[src/jhtd_pkg.sv]
package jhtd_pkg;

   localparam int COUNT_BYTES   = 16;
   localparam int MAX_CODE_LEN  = 16;
   localparam int MAX_SYMBOLS   = 256;
   localparam int CLASS_BIT_POS = 4;
   localparam int SYM_AW        = $clog2(MAX_SYMBOLS);
   localparam int SYM_DW        = 8;

   localparam logic [16:0] BROKEN_CODE = 17'h1FFFF;
   localparam logic [8:0]  LOAD_MAX    = 9'd511;

   typedef enum logic [2:0] {
      ST_NEED_BIT    = 3'd0,
      ST_SYMBOL      = 3'd1,
      ST_INVALID_BIT = 3'd2,
      ST_BYTE_TAKEN  = 3'd3,
      ST_TABLE_READY = 3'd4,
      ST_TABLE_BAD   = 3'd5
   } status_type;

endpackage

[src/jpeg_huffman_table_decoder.sv]
// channel  direction  payload                                         handshake
// req      in         cmd, table_byte, last_table_byte, code_bit      req_valid / req_stall
// rsp      out        status, symbol, code_length, table_class        rsp_valid / rsp_stall
//
// one word per cycle on both sides while neither side stalls; every word gives
// exactly one result word; the walk and table state update at accept, the symbol
// store read lands in the read stage, then the output register takes the result
// reset (synchronous) clears the control state and the per-length counts; the
// symbol store needs no clearing pass, so the block takes words right away
// req_stall rises only while both the read stage and the output register are full
module jpeg_huffman_table_decoder (
   input  logic                  clock,
   input  logic                  reset,
   input  logic                  req_valid,
   output logic                  req_stall,
   input  logic                  req_cmd,
   input  logic [7:0]            req_table_byte,
   input  logic                  req_last_table_byte,
   input  logic                  req_code_bit,
   output logic                  rsp_valid,
   input  logic                  rsp_stall,
   output jhtd_pkg::status_type  rsp_status,
   output logic [7:0]            rsp_symbol,
   output logic [4:0]            rsp_code_length,
   output logic                  rsp_table_class
);

   import jhtd_pkg::*;

   // table state
   logic        class_ff, class_in;
   logic [8:0]  load_idx_ff, load_idx_in;
   logic [8:0]  sym_exp_ff, sym_exp_in;
   logic [16:0] next_code_ff, next_code_in;
   logic [16:0] first_code_ff [COUNT_BYTES];
   logic [16:0] first_code_in [COUNT_BYTES];
   logic [7:0]  count_ff [COUNT_BYTES];
   logic [7:0]  count_in [COUNT_BYTES];
   logic [8:0]  base_ff [COUNT_BYTES];
   logic [8:0]  base_in [COUNT_BYTES];
   logic [4:0]  deep_len_ff, deep_len_in;
   logic [15:0] deep_last_ff, deep_last_in;
   logic [15:0] cur_code_ff, cur_code_in;
   logic [4:0]  cur_len_ff, cur_len_in;
   logic        ready_ff, ready_in;

   // read stage and output register
   logic        s1_valid_ff, s1_valid_in;
   status_type  s1_status_ff, s1_status_in;
   logic [4:0]  s1_len_ff, s1_len_in;
   logic        s1_class_ff, s1_class_in;
   logic        s1_ram_ff, s1_ram_in;
   logic        rsp_valid_ff;
   status_type  rsp_status_ff;
   logic [7:0]  rsp_symbol_ff;
   logic [4:0]  rsp_len_ff;
   logic        rsp_class_ff;

   logic        out_adv, s1_adv, accept;

   // symbol store port
   logic              wr_en, rd_en;
   logic [SYM_AW-1:0] wr_addr, rd_addr;
   logic [SYM_DW-1:0] rd_data;

   // load path
   logic [4:0]  ld_len;
   logic [3:0]  ld_li;
   logic [9:0]  ld_sum;
   logic [17:0] ld_nc;
   logic [17:0] ld_limit;
   logic [8:0]  ld_inc;
   logic [8:0]  ld_si;
   logic        ld_bad;

   // decode path
   logic [4:0]  dec_len;
   logic [3:0]  dec_li;
   logic [15:0] dec_code;
   logic [17:0] dec_diff;
   logic        dec_hit;
   logic [9:0]  dec_idx;
   logic [3:0]  dec_shift;
   logic [15:0] dec_top;
   logic        dec_deep;

   assign out_adv   = !rsp_valid_ff || !rsp_stall;
   assign s1_adv    = !s1_valid_ff || out_adv;
   assign req_stall = s1_valid_ff && !out_adv;
   assign accept    = req_valid && !req_stall;

   assign ld_len   = load_idx_ff[4:0];
   assign ld_li    = 4'(ld_len - 5'd1);
   assign ld_sum   = {1'b0, sym_exp_ff} + {2'b0, req_table_byte};
   assign ld_nc    = {1'b0, next_code_ff} + {10'b0, req_table_byte};
   assign ld_limit = 18'd1 << ld_len;
   assign ld_inc   = (load_idx_ff != LOAD_MAX) ? load_idx_ff + 9'd1 : load_idx_ff;
   assign ld_si    = load_idx_ff - 9'(COUNT_BYTES + 1);

   assign dec_len   = cur_len_ff + 5'd1;
   assign dec_li    = 4'(dec_len - 5'd1);
   assign dec_code  = {cur_code_ff[14:0], req_code_bit};
   assign dec_diff  = {2'b0, dec_code} - {1'b0, first_code_ff[dec_li]};
   assign dec_hit   = !dec_diff[17] && (dec_diff[16:0] < {9'b0, count_ff[dec_li]});
   assign dec_idx   = {1'b0, base_ff[dec_li]} + {2'b0, dec_diff[7:0]};
   assign dec_shift = 4'(deep_len_ff - dec_len);
   assign dec_top   = deep_last_ff >> dec_shift;
   assign dec_deep  = (dec_len > deep_len_ff) || (dec_len > 5'(MAX_CODE_LEN));

   always_comb begin
      class_in     = class_ff;
      load_idx_in  = load_idx_ff;
      sym_exp_in   = sym_exp_ff;
      next_code_in = next_code_ff;
      deep_len_in  = deep_len_ff;
      deep_last_in = deep_last_ff;
      cur_code_in  = cur_code_ff;
      cur_len_in   = cur_len_ff;
      ready_in     = ready_ff;
      for (int i = 0; i < COUNT_BYTES; i++) begin
         first_code_in[i] = first_code_ff[i];
         count_in[i]      = count_ff[i];
         base_in[i]       = base_ff[i];
      end
      wr_en        = 1'b0;
      wr_addr      = ld_si[SYM_AW-1:0];
      rd_en        = 1'b0;
      rd_addr      = dec_idx[SYM_AW-1:0];
      ld_bad       = 1'b0;
      s1_status_in = ST_INVALID_BIT;
      s1_len_in    = 5'd0;
      s1_ram_in    = 1'b0;

      if (accept && !req_cmd) begin
         if (load_idx_ff == 9'd0) begin
            class_in     = req_table_byte[CLASS_BIT_POS];
            sym_exp_in   = 9'd0;
            next_code_in = 17'd0;
            deep_len_in  = 5'd0;
            deep_last_in = 16'd0;
            ready_in     = 1'b0;
            for (int i = 0; i < COUNT_BYTES; i++) begin
               count_in[i] = 8'd0;
            end
         end else if (load_idx_ff <= 9'(COUNT_BYTES)) begin
            count_in[ld_li] = req_table_byte;
            base_in[ld_li]  = sym_exp_ff;
            sym_exp_in      = ld_sum[9] ? LOAD_MAX : ld_sum[8:0];
            if (next_code_ff != BROKEN_CODE) begin
               if (ld_len > 5'(MAX_CODE_LEN)) begin
                  if (req_table_byte != 8'd0) begin
                     next_code_in = BROKEN_CODE;
                  end
               end else begin
                  first_code_in[ld_li] = next_code_ff;
                  if (req_table_byte != 8'd0) begin
                     deep_len_in  = ld_len;
                     deep_last_in = ld_nc[15:0] - 16'd1;
                  end
                  if (ld_nc > ld_limit) begin
                     next_code_in = BROKEN_CODE;
                  end else if (ld_len < 5'd16) begin
                     next_code_in = {ld_nc[15:0], 1'b0};
                  end else begin
                     next_code_in = ld_nc[16:0];
                  end
               end
            end
         end else begin
            // symbol bytes past the counted ones are dropped
            wr_en = (ld_si < sym_exp_ff) && ({1'b0, ld_si} < 10'(MAX_SYMBOLS));
         end
         load_idx_in  = ld_inc;
         cur_code_in  = 16'd0;
         cur_len_in   = 5'd0;
         s1_status_in = ST_BYTE_TAKEN;
         if (req_last_table_byte) begin
            ld_bad = ({1'b0, ld_inc} < 10'(COUNT_BYTES + 1) + {1'b0, sym_exp_in})
                     || ({1'b0, sym_exp_in} > 10'(MAX_SYMBOLS))
                     || (next_code_in == BROKEN_CODE);
            load_idx_in  = 9'd0;
            ready_in     = !ld_bad;
            s1_status_in = ld_bad ? ST_TABLE_BAD : ST_TABLE_READY;
         end
      end else if (accept && ready_ff) begin
         if (dec_deep) begin
            cur_code_in  = 16'd0;
            cur_len_in   = 5'd0;
            s1_status_in = ST_INVALID_BIT;
         end else if (dec_hit) begin
            cur_code_in  = 16'd0;
            cur_len_in   = 5'd0;
            s1_status_in = ST_SYMBOL;
            s1_len_in    = dec_len;
            s1_ram_in    = dec_idx < 10'(MAX_SYMBOLS);
            rd_en        = 1'b1;
         end else if (dec_code > dec_top) begin
            cur_code_in  = 16'd0;
            cur_len_in   = 5'd0;
            s1_status_in = ST_INVALID_BIT;
         end else begin
            cur_code_in  = dec_code;
            cur_len_in   = dec_len;
            s1_status_in = ST_NEED_BIT;
         end
      end
      s1_class_in = class_in;
      s1_valid_in = s1_adv ? accept : s1_valid_ff;
   end

   jhtd_ram #(
      .WIDTH (SYM_DW),
      .DEPTH (MAX_SYMBOLS)
   ) u_symbol_store (
      .clock   (clock),
      .wr_en   (wr_en),
      .wr_addr (wr_addr),
      .wr_data (req_table_byte),
      .rd_en   (rd_en),
      .rd_addr (rd_addr),
      .rd_data (rd_data)
   );

   always_ff @(posedge clock) begin
      if (reset) begin
         class_ff     <= 1'b0;
         load_idx_ff  <= 9'd0;
         sym_exp_ff   <= 9'd0;
         next_code_ff <= 17'd0;
         deep_len_ff  <= 5'd0;
         deep_last_ff <= 16'd0;
         cur_code_ff  <= 16'd0;
         cur_len_ff   <= 5'd0;
         ready_ff     <= 1'b0;
         s1_valid_ff  <= 1'b0;
         rsp_valid_ff <= 1'b0;
         for (int i = 0; i < COUNT_BYTES; i++) begin
            count_ff[i] <= 8'd0;
         end
      end else begin
         class_ff     <= class_in;
         load_idx_ff  <= load_idx_in;
         sym_exp_ff   <= sym_exp_in;
         next_code_ff <= next_code_in;
         deep_len_ff  <= deep_len_in;
         deep_last_ff <= deep_last_in;
         cur_code_ff  <= cur_code_in;
         cur_len_ff   <= cur_len_in;
         ready_ff     <= ready_in;
         s1_valid_ff  <= s1_valid_in;
         if (out_adv) begin
            rsp_valid_ff <= s1_valid_ff;
         end
         for (int i = 0; i < COUNT_BYTES; i++) begin
            count_ff[i] <= count_in[i];
         end
      end
   end

   always_ff @(posedge clock) begin
      for (int i = 0; i < COUNT_BYTES; i++) begin
         first_code_ff[i] <= first_code_in[i];
         base_ff[i]       <= base_in[i];
      end
      if (s1_adv) begin
         s1_status_ff <= s1_status_in;
         s1_len_ff    <= s1_len_in;
         s1_class_ff  <= s1_class_in;
         s1_ram_ff    <= s1_ram_in;
      end
      if (out_adv) begin
         rsp_status_ff <= s1_status_ff;
         rsp_symbol_ff <= s1_ram_ff ? rd_data : 8'd0;
         rsp_len_ff    <= s1_len_ff;
         rsp_class_ff  <= s1_class_ff;
      end
   end

   assign rsp_valid       = rsp_valid_ff;
   assign rsp_status      = rsp_status_ff;
   assign rsp_symbol      = rsp_symbol_ff;
   assign rsp_code_length = rsp_len_ff;
   assign rsp_table_class = rsp_class_ff;

`ifndef SYNTHESIS
   a_stall_needs_full: assert property (@(posedge clock) disable iff (reset)
      req_stall |-> (s1_valid_ff && rsp_valid_ff))
      else $error("input stalled with a free stage");

   a_walk_in_range: assert property (@(posedge clock) disable iff (reset)
      cur_len_ff <= deep_len_ff)
      else $error("walk deeper than the longest code");

   a_ready_idle_load: assert property (@(posedge clock) disable iff (reset)
      ready_ff |-> (load_idx_ff == 9'd0))
      else $error("table ready in the middle of a load");

   a_ram_only_symbol: assert property (@(posedge clock) disable iff (reset)
      (s1_valid_ff && s1_ram_ff) |-> (s1_status_ff == ST_SYMBOL))
      else $error("store read for a word that is not a symbol");

   a_symbol_zero: assert property (@(posedge clock) disable iff (reset)
      (rsp_valid_ff && (rsp_status_ff != ST_SYMBOL)) |->
         ((rsp_symbol_ff == 8'd0) && (rsp_len_ff == 5'd0)))
      else $error("symbol fields set on a non-symbol word");
`endif

endmodule

[src/jhtd_ram.sv]
module jhtd_ram #(
   parameter int WIDTH = 8,
   parameter int DEPTH = 256
) (
   input  logic                     clock,
   input  logic                     wr_en,
   input  logic [$clog2(DEPTH)-1:0] wr_addr,
   input  logic [WIDTH-1:0]         wr_data,
   input  logic                     rd_en,
   input  logic [$clog2(DEPTH)-1:0] rd_addr,
   output logic [WIDTH-1:0]         rd_data
);

   logic [WIDTH-1:0] mem_ff [DEPTH];
   logic [WIDTH-1:0] rd_data_ff;

   always_ff @(posedge clock) begin
      if (wr_en) begin
         mem_ff[wr_addr] <= wr_data;
      end
      if (rd_en) begin
         rd_data_ff <= mem_ff[rd_addr];
      end
   end

   assign rd_data = rd_data_ff;

endmodule
[config.mk]
export PLATFORM = sky130hd
export DESIGN_NAME = jpeg_huffman_table_decoder
export DESIGN_NICKNAME = d
export VERILOG_FILES = /design/src/jhtd_pkg.sv /design/src/jpeg_huffman_table_decoder.sv /design/src/jhtd_ram.sv
export SDC_FILE = /design/constraint.sdc
export NUM_CORES = 2
export LEC_CHECK = 0
export BUFFER_PORTS_ARGS = -buffer_cell sky130_fd_sc_hd__buf_2
export CAP_MARGIN = 20
export CORE_UTILIZATION = 57
export DETAILED_ROUTE_END_ITERATION = 8
export PLACE_DENSITY_LB_ADDON = 0.2
export SLEW_MARGIN = 20
export SYNTH_ARGS = -nofsm -noshare
export SYNTH_HDL_FRONTEND = slang
export SYNTH_SLANG_ARGS = --single-unit
[constraint.sdc]
create_clock -name clock -period 7.2 [get_ports clock]
set_input_delay 0.36 -clock clock [delete_from_list [all_inputs] [get_ports clock]]
set_output_delay 0.36 -clock clock [all_outputs]
set_load 0.02 [all_outputs]
==> flow_summary.json <==
{
  "path_clk_slew_ns": 0.06,
  "grt_pass1_wl_mm": 387.8,
  "seqCellArea_um2": 79210,
  "r2r-start": "cur_len_ff[1]",
  "nets": 6087,
  "instances_no_fill": 8653,
  "io_buffers": 33,
  "ys_top_cells_by_area": "edfxtp_1, mux4_2, dfxtp_1, nor2_1, ha_1",
  "coreArea_um2": 191000,
  "crit_path_top_delay_cell": "fa_4",
  "rows": 160,
  "start_kind": "register",
  "hold_violations": 0,
  "postRouteAntennaNets": 0,
  "cts_buffers": 287,
  "cts_sinks": 2707,
  "slew_headroom": 0.1086,
  "vias": 57005,
  "cts_max_path_buffers": 4,
  "outcome": "completed",
  "first_global_vias": 56459,
  "setup_violations": 0,
  "drt-vias-per-instance": 6.588,
  "synth-seq-area-share": 0.7194,
  "ios": 34,
  "drt_iter0_drc": 7229,
  "fin_crit_ns": 7.117,
  "power_density_nw_per_um2": 265.7,
  "crit_start": "cur_len_ff[1]",
  "worst_pin_slew_ns": 1.325,
  "synthCells": 5792,
  "synth_cell_types": 79,
  "yosys_warnings": 0,
  "critPathBufInv": 7,
  "post_drt_wl_per_cell_um": 30.67,
  "dpl.hpwl_mm": 158.8,
  "firstDrtPassIters": 5,
  "cts_root_buffer": "clkbuf_16",
  "period_share": 0.9884,
  "antenna_found_initial": 8,
  "synth_top_cell_area_share": 0.6816,
  "ys_ff_latch": 2707,
  "async_reset_ff_frac": 0,
  "final_layout_size_suffix_gt1_frac": 0.2392,
  "maxCapViolCount": 0,
  "worstSetupPathType": "reg -> reg",
  "start_util": 0.5765,
  "die-area_um2": 194900,
  "place_ws_ns": -0.1811,
  "fill_cells": 12777,
  "die_w_um": 441.5,
  "wirelength_mm": 265.4,
  "syn_nets": 5928,
  "track_usage": 0.2754,
  "clkLatencyLatePin_ns": 0.92,
  "hold_path.class": "in -> reg",
  "hp-start": "req_cmd",
  "timing.hold.ws_ns": 0.2529,
  "multi_input_area_um2": 29510,
  "rsz0062_at_grt": "no",
  "grt_start_max_net_pins": 203,
  "worstPathMaxFanout": 39,
  "crit_chain": "ha_1 -> xnor2_1 -> buf_4 -> inv_2 -> xnor2_4 -> buf_4 -> mux2i_1 -> nand2_1 -> o21ai_0 -> fa_1 -> fa_4 -> buf_12 -> buf_12 -> buf_12 -> mux4_2 -> mux4_2 -> mux4_2 -> a211oi_1 -> buf_4 -> a21oi_1",
  "drv_slew": 0,
  "area_growth_pct": 11.57,
  "fmax_ghz": 0.1405,
  "ys.flop_type": "edfxtp_1",
  "synth_edf_count": 2499,
  "fin_ws_ns": 0.08319,
  "crit_path_end_kind": "register",
  "cpLargestDelayFamily": "adder cells",
  "syn_avg_cell_area_um2": 19.01,
  "placed_cells": 8150,
  "synth_area_um2": 110100,
  "cp_data_arrival_time_ns": 7.73,
  "die_y_um": 441.5,
  "synth_top_area_cell": "edfxtp_1",
  "globalplace.congestion": 0.9139,
  "cp_slowest_stage_delay_ns": 0.90,
  "grt_overflow": 0,
  "skew_ns": 0.05681,
  "cts_tree": "built",
  "cts_max_level": 5,
  "power_leakage_uw": 0.03856,
  "post-route-drc-count": 0,
  "tns_ns": 0,
  "required_ns": 7.82,
  "peakVddDrop_uv": 242.7
}
-- worst register-to-register path, stage by stage (launching register included) --
cell	delay, ns
dfxtp_1	0.45
ha_1	0.30
xnor2_1	0.14
buf_4	0.15
inv_2	0.08
xnor2_4	0.25
buf_4	0.33
mux2i_1	0.25
nand2_1	0.07
o21ai_0	0.17
fa_1	0.63
fa_4	0.90
buf_12	0.19
buf_12	0.26
buf_12	0.28
mux4_2	0.42
mux4_2	0.56
mux4_2	0.54
a211oi_1	0.64
buf_4	0.23
a21oi_1	0.04
-- per-layer routing --
metal,share of wire,vias up,global-route usage,routed length [um]
met5,0.00010,-,0,27
met4,0.031,4,0.08715,8220
met3,0.082,459,0.04636,21810
met2,0.49,2715,0.4385,130200
met1,0.40,29934,0.3943,105200
li1,-,23893,-,-
-- final cells by class --
class / count / share of cell area
diodes: 1 / 0.00002037
flip-flops and latches: 2707 / 0.6448
multi-input cells: 2682 / 0.2403
clock buffers: 352 / 0.06129
clock inverters: 127 / 0.009421
repair buffers: 207 / 0.01662
inverters: 66 / 0.002017
well taps: 2511 / 0.02558
-- state kept, by name, summed over array words and instances (netlist names), 3 cells and up --
register / cells
s1_len_ff: 5
cur_len_ff: 5
deep_len_ff: 5
count_ff: 128
load_idx_ff: 9
rsp_code_length: 5
first_code_ff: 272
cur_code_ff: 15
u_symbol_store.mem_ff: 2048
deep_last_ff: 16
sym_exp_ff: 9
next_code_ff: 17
u_symbol_store.rd_data: 8
base_ff: 144
rsp_status: 3
rsp_symbol: 8
s1_status_ff: 3
-- synthesized netlist by cell type (34+ instances only) --
master and count:
nand4_1 34, inv_1 64, a211oi_1 49, a21oi_1 219
o21ai_0 70, nand2_1 286, ha_1 116, clkbuf_1 238
nor2b_1 35, dfxtp_1 208, nor2_1 432, mux2i_1 59
xnor2_1 42, mux4_2 812, edfxtp_1 2499, nand3_1 172
buf_1 69
-- path summary, 6_finish.rpt --
path / endpoint / slack, ns / cells after the start
max: u_symbol_store.rd_data[6] / 0.08 / 20
min: sym_exp_ff[2] / 0.25 / 5
max reg2reg: u_symbol_store.rd_data[6] / 0.08 / 20
min reg2reg: rsp_table_class / 0.42 / 0
-- kinds of logic after synthesis --
group,after synthesis,synth area share
AOI/OAI and AO/OA,515,0.02922
xor gates and xnor gates,65,0.005239
adders and majority gates,121,0.01409
buffers and inverters,403,0.01419
DFF,2707,0.7194
muxes,900,0.1744
and+or+nand+nor,1081,0.04343
-- cell usage in the layout (no fill, tap or decap), types with 47 or more instances in the layout --
| cell type | instances |
|---|---|
| edfxtp_1 | 2499 |
| mux4_2 | 812 |
| nor2_1 | 411 |
| clkbuf_16 | 290 |
| nand2_1 | 284 |
| a21oi_1 | 219 |
| dfxtp_1 | 207 |
| nand3_1 | 172 |
| buf_4 | 123 |
| ha_1 | 114 |
| o21ai_0 | 70 |
| inv_1 | 64 |
| mux2i_1 | 59 |
| clkbuf_1 | 58 |
| a211oi_1 | 47 |
-- per-stage QoR --
stage / util / total power (uW) / area (um2)
6_report: 0.6432 / 32640 / 122800
5_1_grt: 0.6432 / 33430 / 122800
4_1_cts: 0.6426 / 32790 / 122700
3_5_place_dp: 0.5962 / 19060 / 113900
3_3_place_gp: 0.5961 / 19030 / 113900
2_1_floorplan: - / 18410 / 110100
-- report_power, final --
part	internal [uW]	leakage [uW]	switching (uW)
logic	616	0.0101	913
registers	17200	0.0242	47.6
clock network	8120	0.00424	5780
total	25900	0.0386	6740
-- repair_timing --
action	CTS	global route
gates cloned	0	0
hold buffers	15	1
resized for setup	3	0
buffers inserted	0	4
endpoints found under the hold margin	436	63
endpoints found under the setup margin	4	5
pin swaps	0	1
No activity file was read; power rests on OpenSTA's default activity.
